==> config.mk <==
export PLATFORM = sky130hd
export DESIGN_NAME = remote_command_packet_framer
export DESIGN_NICKNAME = d
export VERILOG_FILES = /design/src/hdl/rcpf_pkg.sv /design/src/hdl/rcpf_front.sv /design/src/hdl/rcpf_queue.sv /design/src/hdl/rcpf_back.sv /design/src/hdl/remote_command_packet_framer.sv
export VERILOG_INCLUDE_DIRS = /design/src /design/src/hdl
export SDC_FILE = /design/constraint.sdc
export NUM_CORES = 1
export LEC_CHECK = 0
export ABC_AREA = 1
export BUFFER_PORTS_ARGS = -buffer_cell sky130_fd_sc_hd__buf_2
export CAP_MARGIN = 15
export CORE_UTILIZATION = 59
export DETAILED_ROUTE_END_ITERATION = 7
export HOLD_SLACK_MARGIN = 0.03
export PLACE_DENSITY_LB_ADDON = 0.08
export SLEW_MARGIN = 10
export SYNTH_ARGS = -nofsm -noshare
export SYNTH_HDL_FRONTEND = slang
export SYNTH_SLANG_ARGS = --single-unit
==> constraint.sdc <==
create_clock -name clock -period 3.25 [get_ports clock]
set_clock_uncertainty 0.15 [all_clocks]
set_input_delay 0.1625 -clock clock [delete_from_list [all_inputs] [get_ports clock]]
set_output_delay 0.1625 -clock clock [all_outputs]
set_load 0.03 [all_outputs]
==> src/hdl/remote_command_packet_framer_assert.svh <==
// Assertion macros used by the remote command packet framer back end.
`ifndef REMOTE_COMMAND_PACKET_FRAMER_ASSERT_SVH
`define REMOTE_COMMAND_PACKET_FRAMER_ASSERT_SVH

// Check a property on the rising clock edge, skipped while reset is high.
`define RCPF_ASSERT(lbl, clk, rst, prop, msg) \
   lbl: assert property (@(posedge clk) disable iff (rst) prop) else $error(msg);

// Check a property on every rising clock edge, reset included.
`define RCPF_ASSERT_ALWAYS(lbl, clk, prop, msg) \
   lbl: assert property (@(posedge clk) prop) else $error(msg);

`endif

==> src/hdl/rcpf_pkg.sv <==
// Types, constants and CRC function for the remote command packet framer.
package rcpf_pkg;

   localparam int unsigned QUEUE_DEPTH = 2;

   typedef logic [4:0]  byte_idx_type;
   typedef logic [15:0] crc_type;
   typedef logic [23:0] remote_id_type;

   // Packet byte positions
   localparam byte_idx_type IDX_LEAD_LAST = 5'd7;
   localparam byte_idx_type IDX_ID_HI     = 5'd8;
   localparam byte_idx_type IDX_ID_MID    = 5'd9;
   localparam byte_idx_type IDX_ID_LO     = 5'd10;
   localparam byte_idx_type IDX_SEP       = 5'd11;
   localparam byte_idx_type IDX_SEQ       = 5'd12;
   localparam byte_idx_type IDX_CMD_HI    = 5'd13;
   localparam byte_idx_type IDX_CMD_LO    = 5'd14;
   localparam byte_idx_type IDX_CRC_HI    = 5'd15;
   localparam byte_idx_type IDX_LAST      = 5'd16;

   localparam crc_type    CRC_INIT = 16'hFFFE;
   localparam crc_type    CRC_POLY = 16'h1021;
   localparam logic [7:0] SEP_BYTE = 8'hFF;

   typedef struct packed {
      logic [15:0] command_code;
      logic        use_override;
      logic [7:0]  override_sequence;
   } req_data_type;

   typedef struct packed {
      logic [7:0] packet_byte;
      logic       last_byte;
   } rsp_data_type;

   // One queued command, sequence already resolved
   typedef struct packed {
      logic [15:0] command_code;
      logic [7:0]  sequence_byte;
   } cmd_entry_type;

   typedef struct packed {
      logic full;
      logic empty;
   } queue_status_type;

   // Fixed preamble byte at position idx (0..7)
   function automatic logic [7:0] lead_byte(input logic [2:0] idx);
      logic [7:0] val;
      unique case (idx)
         3'd0: val = 8'h53;
         3'd1: val = 8'h39;
         3'd2: val = 8'h14;
         3'd3: val = 8'hDD;
         3'd4: val = 8'h1C;
         3'd5: val = 8'h49;
         3'd6: val = 8'h34;
         3'd7: val = 8'h12;
         default: val = 8'h00;
      endcase
      return val;
   endfunction

   // Fold one byte into the CRC, most significant bit first
   function automatic crc_type crc_byte(input crc_type crc, input logic [7:0] data);
      crc_type acc;
      acc = crc ^ {data, 8'h00};
      for (int b = 0; b < 8; b++) begin
         if (acc[15]) begin
            acc = {acc[14:0], 1'b0} ^ CRC_POLY;
         end else begin
            acc = {acc[14:0], 1'b0};
         end
      end
      return acc;
   endfunction

endpackage

==> src/hdl/rcpf_front.sv <==
// Front end: accepts commands, resolves the sequence byte, holds remote id.
module rcpf_front (
   input  logic                      clock,
   input  logic                      reset,
   input  logic                      req_valid,
   output logic                      req_ready,
   input  rcpf_pkg::req_data_type    req_data,
   input  logic                      csr_valid,
   output logic                      csr_ready,
   input  rcpf_pkg::remote_id_type   csr_data,
   input  rcpf_pkg::queue_status_type q_status,
   output logic                      push,
   output rcpf_pkg::cmd_entry_type   push_entry,
   output rcpf_pkg::remote_id_type   remote_id
);
   import rcpf_pkg::*;

   logic [7:0]    seq_count_ff, seq_count_in;
   remote_id_type remote_id_ff, remote_id_in;

   assign req_ready = !q_status.full;
   assign csr_ready = 1'b1;
   assign push      = req_valid && req_ready;
   assign remote_id = remote_id_ff;

   // Pick the sequence byte for the accepted item
   always_comb begin
      push_entry.command_code  = req_data.command_code;
      push_entry.sequence_byte = req_data.use_override ? req_data.override_sequence
                                                       : seq_count_ff;
   end

   // Advance the counter only when it supplied the sequence
   always_comb begin
      seq_count_in = seq_count_ff;
      if (push && !req_data.use_override) begin
         seq_count_in = seq_count_ff + 8'd1;
      end
   end

   // Take a register write
   always_comb begin
      remote_id_in = remote_id_ff;
      if (csr_valid && csr_ready) begin
         remote_id_in = csr_data;
      end
   end

   always_ff @(posedge clock) begin
      if (reset) begin
         seq_count_ff <= '0;
         remote_id_ff <= '0;
      end else begin
         seq_count_ff <= seq_count_in;
         remote_id_ff <= remote_id_in;
      end
   end

endmodule

==> src/hdl/rcpf_queue.sv <==
// Command queue between front and back ends.
module rcpf_queue #(
   parameter int unsigned DEPTH = rcpf_pkg::QUEUE_DEPTH
) (
   input  logic                       clock,
   input  logic                       reset,
   input  logic                       push,
   input  rcpf_pkg::cmd_entry_type    push_entry,
   input  logic                       pop,
   output rcpf_pkg::cmd_entry_type    head_entry,
   output rcpf_pkg::queue_status_type status
);
   import rcpf_pkg::*;

   localparam int unsigned PTR_W = (DEPTH > 1) ? $clog2(DEPTH) : 1;
   localparam int unsigned CNT_W = $clog2(DEPTH + 1);
   localparam logic [PTR_W-1:0] PTR_LAST = PTR_W'(DEPTH - 1);
   localparam logic [CNT_W-1:0] CNT_FULL = CNT_W'(DEPTH);

   cmd_entry_type    slots_ff [DEPTH];
   logic [PTR_W-1:0] wr_ptr_ff, wr_ptr_in;
   logic [PTR_W-1:0] rd_ptr_ff, rd_ptr_in;
   logic [CNT_W-1:0] count_ff, count_in;

   assign status.full  = (count_ff == CNT_FULL);
   assign status.empty = (count_ff == '0);
   assign head_entry   = slots_ff[rd_ptr_ff];

   // Advance pointers and count
   always_comb begin
      wr_ptr_in = wr_ptr_ff;
      rd_ptr_in = rd_ptr_ff;
      count_in  = count_ff;
      if (push) begin
         wr_ptr_in = (wr_ptr_ff == PTR_LAST) ? '0 : wr_ptr_ff + 1'b1;
      end
      if (pop) begin
         rd_ptr_in = (rd_ptr_ff == PTR_LAST) ? '0 : rd_ptr_ff + 1'b1;
      end
      if (push && !pop) begin
         count_in = count_ff + 1'b1;
      end else if (pop && !push) begin
         count_in = count_ff - 1'b1;
      end
   end

   always_ff @(posedge clock) begin
      if (reset) begin
         wr_ptr_ff <= '0;
         rd_ptr_ff <= '0;
         count_ff  <= '0;
      end else begin
         wr_ptr_ff <= wr_ptr_in;
         rd_ptr_ff <= rd_ptr_in;
         count_ff  <= count_in;
      end
   end

   // Store the pushed item
   always_ff @(posedge clock) begin
      if (push) begin
         slots_ff[wr_ptr_ff] <= push_entry;
      end
   end

endmodule

==> src/hdl/rcpf_back.sv <==
// Back end: serializes one queued command into a 17-byte packet with CRC.
module rcpf_back (
   input  logic                       clock,
   input  logic                       reset,
   input  rcpf_pkg::queue_status_type q_status,
   input  rcpf_pkg::cmd_entry_type    head_entry,
   input  rcpf_pkg::remote_id_type    remote_id,
   output logic                       pop,
   output logic                       rsp_valid,
   input  logic                       rsp_ready,
   output rcpf_pkg::rsp_data_type     rsp_data
);
   import rcpf_pkg::*;
   `include "remote_command_packet_framer_assert.svh"

   byte_idx_type idx_ff, idx_in;
   crc_type      crc_ff, crc_in;
   logic         rsp_valid_ff, rsp_valid_in;
   rsp_data_type rsp_data_ff, rsp_data_in;
   logic         advance;
   logic [7:0]   cur_byte;

   assign advance   = !q_status.empty && (!rsp_valid_ff || rsp_ready);
   assign pop       = advance && (idx_ff == IDX_LAST);
   assign rsp_valid = rsp_valid_ff;
   assign rsp_data  = rsp_data_ff;

   // Select the byte at the current position
   always_comb begin
      if (idx_ff <= IDX_LEAD_LAST) begin
         cur_byte = lead_byte(idx_ff[2:0]);
      end else begin
         unique case (idx_ff)
            IDX_ID_HI:  cur_byte = remote_id[23:16];
            IDX_ID_MID: cur_byte = remote_id[15:8];
            IDX_ID_LO:  cur_byte = remote_id[7:0];
            IDX_SEP:    cur_byte = SEP_BYTE;
            IDX_SEQ:    cur_byte = head_entry.sequence_byte;
            IDX_CMD_HI: cur_byte = head_entry.command_code[15:8];
            IDX_CMD_LO: cur_byte = head_entry.command_code[7:0];
            IDX_CRC_HI: cur_byte = crc_ff[15:8];
            IDX_LAST:   cur_byte = crc_ff[7:0];
            default:    cur_byte = 8'h00;
         endcase
      end
   end

   // Advance position, fold the byte into the CRC, load the output register
   always_comb begin
      idx_in       = idx_ff;
      crc_in       = crc_ff;
      rsp_valid_in = rsp_valid_ff;
      rsp_data_in  = rsp_data_ff;
      if (advance) begin
         rsp_valid_in          = 1'b1;
         rsp_data_in.packet_byte = cur_byte;
         rsp_data_in.last_byte   = (idx_ff == IDX_LAST);
         if (idx_ff == IDX_LAST) begin
            idx_in = '0;
            crc_in = CRC_INIT;
         end else begin
            idx_in = idx_ff + 5'd1;
            if (idx_ff <= IDX_CMD_LO) begin
               crc_in = crc_byte(crc_ff, cur_byte);
            end
         end
      end else if (rsp_ready) begin
         rsp_valid_in = 1'b0;
      end
   end

   always_ff @(posedge clock) begin
      if (reset) begin
         idx_ff       <= '0;
         crc_ff       <= CRC_INIT;
         rsp_valid_ff <= 1'b0;
      end else begin
         idx_ff       <= idx_in;
         crc_ff       <= crc_in;
         rsp_valid_ff <= rsp_valid_in;
      end
   end

   // Payload register, no reset
   always_ff @(posedge clock) begin
      rsp_data_ff <= rsp_data_in;
   end

   `RCPF_ASSERT(a_idx_range, clock, reset, (idx_ff <= IDX_LAST), "byte position out of range")
   `RCPF_ASSERT(a_head_held, clock, reset, (idx_ff != '0) |-> !q_status.empty, "head popped mid-packet")
   `RCPF_ASSERT(a_last_wraps, clock, reset, (rsp_valid_ff && rsp_data_ff.last_byte && $past(advance)) |-> (idx_ff == '0), "position not reset after last byte")

endmodule

==> src/hdl/remote_command_packet_framer.sv <==
// When the back end is idle, an accepted command item is first written into the queue,
// and its first packet byte is then loaded into the back end's output register.
// The back end sends one byte per cycle on the result channel while rsp_ready is high,
// 17 bytes per command; the queue keeps accepting commands meanwhile until it is full.
// Reset (synchronous, active high) clears the sequence counter, remote id,
// queue and output valid; the CRC restarts at 0xFFFE.
module remote_command_packet_framer #(
   parameter int unsigned QUEUE_DEPTH = rcpf_pkg::QUEUE_DEPTH
) (
   input  logic                    clock,
   input  logic                    reset,
   input  logic                    req_valid,
   output logic                    req_ready,
   input  rcpf_pkg::req_data_type  req_data,
   output logic                    rsp_valid,
   input  logic                    rsp_ready,
   output rcpf_pkg::rsp_data_type  rsp_data,
   input  logic                    csr_valid,
   output logic                    csr_ready,
   input  rcpf_pkg::remote_id_type csr_data
);
   import rcpf_pkg::*;

   queue_status_type q_status;
   cmd_entry_type    push_entry;
   cmd_entry_type    head_entry;
   remote_id_type    remote_id;
   logic             push;
   logic             pop;

   // Accept commands and resolve their sequence bytes
   rcpf_front u_front (
      .clock      (clock),
      .reset      (reset),
      .req_valid  (req_valid),
      .req_ready  (req_ready),
      .req_data   (req_data),
      .csr_valid  (csr_valid),
      .csr_ready  (csr_ready),
      .csr_data   (csr_data),
      .q_status   (q_status),
      .push       (push),
      .push_entry (push_entry),
      .remote_id  (remote_id)
   );

   // Buffer resolved commands
   rcpf_queue #(
      .DEPTH (QUEUE_DEPTH)
   ) u_queue (
      .clock      (clock),
      .reset      (reset),
      .push       (push),
      .push_entry (push_entry),
      .pop        (pop),
      .head_entry (head_entry),
      .status     (q_status)
   );

   // Serialize packets
   rcpf_back u_back (
      .clock      (clock),
      .reset      (reset),
      .q_status   (q_status),
      .head_entry (head_entry),
      .remote_id  (remote_id),
      .pop        (pop),
      .rsp_valid  (rsp_valid),
      .rsp_ready  (rsp_ready),
      .rsp_data   (rsp_data)
   );

endmodule
### Yosys cells after proc, flatten, opt, wreduce, memory -nomap -nowiden

Memories as Yosys holds them, arrays and structs flattened. A register that Yosys moved wholly into a read port is not among the register bits.
Cells that the tools add are included.

| storage, ports and cells | value |
|---|---|
| register bits | 67 |
| bits in writable memories | 48 |
| memory bits (read-only) | 64 |
| bits of input ports | 54 |
| output and inout port bits | 12 |
| word-level logic and storage cells | 104 |
| memories kept | 2 |

Memories:

| memory | depth | width | read ports | clocked after Yosys merged registers in | wr ports | RTL line | text |
|---|---|---|---|---|---|---|---|
| (no name shown) | 8 | 8 | 1 | 1 | 0 | rcpf_pkg.sv:51 | `unique case (idx)` |
| u_queue.slots_ff | 2 | 24 | 1 | 1 | 1 | rcpf_queue.sv:20 | `cmd_entry_type slots_ff [DEPTH];` |

| operators by class | value |
|---|---|
| $add $sub $neg | 6 |
| order comparisons | 2 |
| equality and inequality tests | 10 |
| multiplexer cells | 47 |
| bitwise logic cells | 9 |
| reductions and logical operators | 18 |

Operators by type and width:

| operator | number |
|---|---|
| $mux 16 | 23 |
| $mux 13 | 8 |
| $pmux 8 s9 | 1 |
| $eq 5x4->1 const B | 8 |
| $not 3->3 | 8 |
| $mux 8 | 2 |
| $xor 16x16->16 | 1 |
| $add 8x1->8 const B | 1 |
| $mux 1 | 8 |
| $logic_and 1x1->1 | 6 |
| $logic_not 1->1 | 6 |
| $mux 3 | 2 |
| $reduce_bool 2->1 | 3 |
| $add 5x1->5 const B | 1 |
| $eq 5x5->1 const B | 1 |
| $le 5x3->1 const B | 1 |
| $le 5x4->1 const B | 1 |
| $mux 5 | 1 |
| $mux 2 | 2 |
| $add 1x1->1 const B | 2 |
| $add 2x1->2 const B | 1 |
| $eq 2x2->1 const B | 1 |
| $logic_not 2->1 | 1 |
| $reduce_and 2->1 | 1 |
| other kinds (2) | 2 |

### Longest topological paths before layout

| depth | value |
|---|---|
| depth after elaboration | 43 |
| gate-level depth with buffers | 21 |
| gate-level depth less buffers | 20 |

### Cells and area by module

Synthesis repeated with hierarchy kept, for this count alone.

| unflattened totals | value |
|---|---|
| cell total of the unflattened synthesis | 759 |
| area total of the unflattened synthesis | 6378.6 µm² |

Modules (own cells, without submodules):

| module | instances | cells each | area each (µm²) | sequential area each (µm²) |
|---|---|---|---|---|
| rcpf_back | 1 | 442 | 2834.0 | 870.8 |
| rcpf_queue | 1 | 108 | 2064.5 | 1541.5 |
| rcpf_front | 1 | 209 | 1480.2 | 640.6 |

### Worst setup path after synthesis

OpenSTA, ideal clock, no wires.

| path | value |
|---|---|
| path type | reg-to-reg |
| from | register u_queue.count_ff[0] |
| to | memory u_queue.slots_ff[1][0] (netlist name), enable pin |
| library setup time | 406 ps |
| data arrival time | 1846 ps |
| required time | 2694 ps |
| setup slack | 848 ps |
| stages on the path, launching flop included | 5 |
| buffers on the path | 0 |
| clock period less this slack | 2402 ps |
| path through | dfxtp_1 -> inv_1 -> nand2_1 -> nand2_1 -> nor2_1 |

| between the ends | value |
|---|---|
| longest elaborated chain between the ends | 5 |

RTL lines:

| element | RTL line | text |
|---|---|---|
| from (decl) | rcpf_queue.sv:23 | `logic [CNT_W-1:0] count_ff, count_in;` |
| from (signal assigned) | rcpf_queue.sv:55 | `count_ff <= count_in;` |
| $eq 2x2->1 | rcpf_queue.sv:25 | `assign status.full = (count_ff == CNT_FULL);` |
| $logic_not 1->1 | rcpf_front.sv:21 | `assign req_ready = !q_status.full;` |
| net req_ready | remote_command_packet_framer.sv:13 | `output logic req_ready,` |
| $logic_and 1x1->1 | rcpf_front.sv:23 | `assign push = req_valid && req_ready;` |
| $mux 1 | rcpf_queue.sv:61 | `if (push) begin` |
| $mux 1 (implied by the code) | rcpf_queue.sv:62 | `slots_ff[wr_ptr_ff] <= push_entry;` |
| to (decl) | rcpf_queue.sv:20 |  |

The timed path passes the listed nets, and every way through them passes these cells.

### Worst setup path after layout

| path | value |
|---|---|
| from | register u_back.idx_ff[0] |
| to | register u_back.crc_ff[3] |

| between the ends | value |
|---|---|
| longest elaborated chain between the ends | 33 |
| elaborated cells on any way between the ends | 45 |
| classes of those cells | 2 x order compare; 9 x eq/ne; 30 x mux; 2 x bitwise; 2 x reduce/logical |

RTL lines:

| element | RTL line | text |
|---|---|---|
| from (decl) | rcpf_back.sv:16 | `byte_idx_type idx_ff, idx_in;` |
| from (signal assigned) | rcpf_back.sv:78 | `idx_ff <= idx_in;` |
| $eq 5x5->1 / $eq 5x4->1 (equally long branches) | rcpf_back.sv:33, rcpf_back.sv:58 |  |
| $pmux 8 s9 | rcpf_back.sv:33 | `unique case (idx_ff)` |
| $mux 8 | rcpf_back.sv:30 | `if (idx_ff <= IDX_LEAD_LAST) begin` |
| $xor 16x16->16 | rcpf_pkg.sv:68 | `acc = crc ^ {data, 8'h00};` |
| $not 3->3 (no line) | - |  |
| $mux 13 | rcpf_pkg.sv:70 | `if (acc[15]) begin` |
| $mux 16 | rcpf_back.sv:63 | `if (idx_ff <= IDX_CMD_LO) begin` |
| $mux 16 | rcpf_back.sv:58 | `if (idx_ff == IDX_LAST) begin` |
| [17 not listed] | - |  |
| $mux 16 | rcpf_back.sv:54 | `if (advance) begin` |
| $mux 13 | rcpf_pkg.sv:70 |  |
| $mux 16 | rcpf_back.sv:63 |  |
| $mux 16 | rcpf_back.sv:58 |  |
| $mux 16 | rcpf_back.sv:54 |  |
| $mux 13 | rcpf_pkg.sv:70 |  |
| $mux 16 | rcpf_back.sv:63 |  |
| $mux 16 | rcpf_back.sv:58 |  |
| to (signal assigned) | rcpf_back.sv:79 | `crc_ff <= crc_in;` |
| to (decl) | rcpf_back.sv:17 | `crc_type crc_ff, crc_in;` |

Parallel ways exist; a longest one is shown, timed or not. The select of a mux whose other input is x is not followed.
A chain may end at the register's enable or synchronous reset.

==> metrics.md <==
| Metric | Value |
|---|---|
| Via count of the first global-routing pass | `5331` |
| Die width | `102 µm` |
| Overall die height | `102 µm` |
| NumNets Final | `980` |
| Status | `finished, final reports clean` |
| Largest delay share family, worst path | `simple AND/OR/NAND/NOR gates` |
| Number of different library cells in the post-synthesis netlist | `32` |
| Worst min path class | `input port to flop` |
| Number of nets in the synthesized netlist | `835` |
| Maximum number of pins on one net before global-route repair | `32` |
| Sink count of the clock tree | `124` |
| Antenna violations before repair | `1` |
| Overall routing resource usage | `32.0%` |
| Minimum clock period after layout | `2.72 ns` |
| CP bufs+invs | `4` |
| Number of DRC violations after detailed-routing iteration 0 | `439` |
| Cell chain of the critical path | `inv_1, ha_1, nand2_1, inv_1, nand2_2, nand2_1, nand2_2, inv_2, nand2_1, clkinv_1, nand3_1, o21ai_0, nand2_1` |
| Detailed-route wire length per cell | `14.9 µm` |
| Worst setup SP type | `flop` |
| Pin slew with the least headroom to its limit | `0.760 ns` |
| Vias post-DR | `5622` |
| Routability-driven placement congestion ratio | `0.928` |
| Maximum capacitance violations | `0` |
| Core box area | `9770 µm²` |
| WP data required | `3.52 ns` |
| Standard cell with the maximum stage delay on the critical path | `sky130_fd_sc_hd__dfxtp_1` |
| Ys async rst share | `0%` |
| Pwr dens | `781 nW/µm²` |
| Final instance area | `7710 µm²` |
| Total congestion overflow after global routing | `0` |
| Number of placement rows | `36` |
| Clock transition at path regs | `0.06 ns` |
| First-pass iteration count of the detailed router | `5` |
| Number of I/O port buffers | `64` |
| Starting Density | `60.7%` |
| Total placed instance area | `6360 µm²` |
| IO Pins | `66` |
| Aggregate negative setup slack | `0 ns` |
| Proportion of netlist area held by the largest area contributor | `28.9%` |
| Delay contributed by the slowest stage of the critical path | `0.35 ns` |
| Commonest cells after routing, fill and taps aside | `sky130_fd_sc_hd__nand2_1, sky130_fd_sc_hd__nor2_1, sky130_fd_sc_hd__dlygate4sd3_1` |
| Register area share after synthesis | `51.5%` |
| Detailed placement HPWL | `9780 µm` |
| Antenna Nets Post-Route | `0` |
| Detailed-route vias per instance | `5.30` |
| Top_reg_cell synth | `sky130_fd_sc_hd__dfxtp_1` |
| Lkg Pwr | `0.00362 µW` |
| RSZ-0062 raised after global routing | `false` |
| Synthesis warning total | `0` |
| Number of H-tree levels | `4` |
| Clock latency at the later pin of the worst-skew pair | `0.54 ns` |
| Worst vdd rail ir drop | `0.647 mV` |
| Largest area contributor in the synthesized netlist | `sky130_fd_sc_hd__edfxtp_1` |
| Inserted Clock Buffers | `17` |
| Ratio of final minimum period to clock period | `83.7%` |
| Arrival time at the worst endpoint | `2.99 ns` |
| Worst-case headroom to the max-slew limit | `49.3%` |
| Synthesized instance count | `769` |
| Register bit count reported by yosys | `124` |
| Post_cts resized | `0` |
| Peak fanout along the critical path | `19` |
| Clk buf depth | `2` |
| Fraction of final layout cells sized beyond drive strength 1 | `13.9%` |
| Synthesized area per cell | `7.71 µm²` |
| Residual DRC | `0` |
| Number of enable flip-flop cells after synthesis | `57` |
| Cell type with the highest occurrence count on the critical path | `sky130_fd_sc_hd__nand2_1` |
| Wire length of the first global-routing pass | `24600 µm` |
| Maximum clock rate | `367 MHz` |
| Worst Setup End Kind | `flop` |
| Most common cell after layout, fill and taps aside | `sky130_fd_sc_hd__nand2_1` |
| Die ar. | `10500 µm²` |
| CTS tree | `yes` |
| Cell chosen for the clock root | `sky130_fd_sc_hd__clkbuf_8` |
| Crit Path Class | `flop to flop` |
| Area added between synthesis and finish | `29.9%` |
| Syn Std Cell Area | `5930 µm²` |
| Fin. Hold Viols | `0` |
| Total wirelength of the detailed-routed design | `15800 µm` |
| Count of final setup violators | `0` |
| Total count of max-transition violations in the final report | `0` |
| Leading cell types by total area after synthesis | `sky130_fd_sc_hd__edfxtp_1, sky130_fd_sc_hd__dfxtp_1, sky130_fd_sc_hd__nand2_1` |
timing repair:
action                    4_1_cts  5_1_grt
hold buffers                   79        0
hold endpoints to repair       88        0
buffers inserted                0        0
final cells by class:
| type | instances | area (µm²) |
|---|---|---|
| sequential | 124 | 3050 |
| multi-input combinational | 566 | 2570 |
| fill | 674 | 2070 |
| timing repair buffer | 148 | 1150 |
| clock buffer | 20 | 425 |
| inverter | 57 | 216 |
| tap | 133 | 166 |
| clock inverter | 12 | 125 |
| antenna | 1 | 2.50 |
registers in the layout, summed over array words and instances, names as in the netlist, named ones only:
signal	cells
u_queue.rd_ptr_ff	1
u_back.rsp_data	9
u_front.remote_id	24
u_queue.count_ff	2
u_queue.slots_ff	48
u_back.rsp_valid	1
u_back.idx_ff	5
u_queue.wr_ptr_ff	1
u_front.seq_count_ff	8
u_back.crc_ff	16
metal layers:
metal	global-route usage, %	part of all wire [%]	routed length, µm	vias to the layer above
met5	0	0	0	-
met4	16.4	2.9	460	0
met3	7.11	6.2	980	35
met2	54.7	49	7750	193
met1	37.9	42	6560	2616
li1	-	-	-	2778
cell families (layout without fill, tap and decap cells):
| group | after synthesis | in the layout | share of synthesized area (%) |
|---|---|---|---|
| and+or+nand+nor | 466 | 466 | 32.7 |
| adders and majority gates | 12 | 12 | 2.53 |
| xor gates and xnor gates | 2 | 2 | 0.295 |
| other | 1 | 2 | 0.0632 |
| DFF | 124 | 124 | 51.5 |
| AOI/OAI and AO/OA | 85 | 85 | 7.61 |
| buffers and inverters | 79 | 237 | 5.32 |
worst paths after layout:
path / startpoint / end / slack [ns] / cells past startpoint
setup / recovery: u_back.idx_ff[0]$_SDFFE_PP0P_ / u_back.crc_ff[3]$_SDFFE_PP1P_ / 0.53 / 13
hold / removal: req_data[23] / u_queue.slots_ff[0][22]$_DFFE_PP_ / 0.20 / 2
setup reg to reg: u_back.idx_ff[0]$_SDFFE_PP0P_ / u_back.crc_ff[3]$_SDFFE_PP1P_ / 0.53 / 13
hold reg to reg: u_front.seq_count_ff[6]$_SDFFE_PP0P_ / u_front.seq_count_ff[6]$_SDFFE_PP0P_ / 0.33 / 1
synthesized netlist by cell type, drive strengths merged (2+ instances only):
cell / instances
dfxtp: 67
inv: 56
buf: 8
ha: 12
nor3: 7
o211ai: 2
nand3: 71
o21ai: 53
a211oi: 2
o22ai: 3
nor2: 98
nand2: 288
xor2: 2
edfxtp: 57
a21oi: 23
clkbuf: 14
metrics by stage:
stage	utilization [%]	setup slack (ns)	cells	power, µW	hold WS (ns)
after floorplan	-	0.848	769	3630	0.111
after global placement	65.1	0.570	949	4080	0.200
after detailed placement	65.1	0.570	949	4140	0.204
after CTS	78.8	0.548	1060	5970	0.182
after global routing	78.8	0.274	1061	6400	0.193
final	78.8	0.528	1061	6020	0.197
power by group:
part / internal, µW / switching (µW)
sequential: 1980 / 213
combinational: 684 / 1380
clock: 1080 / 685
(Power assumes the default switching activity.)
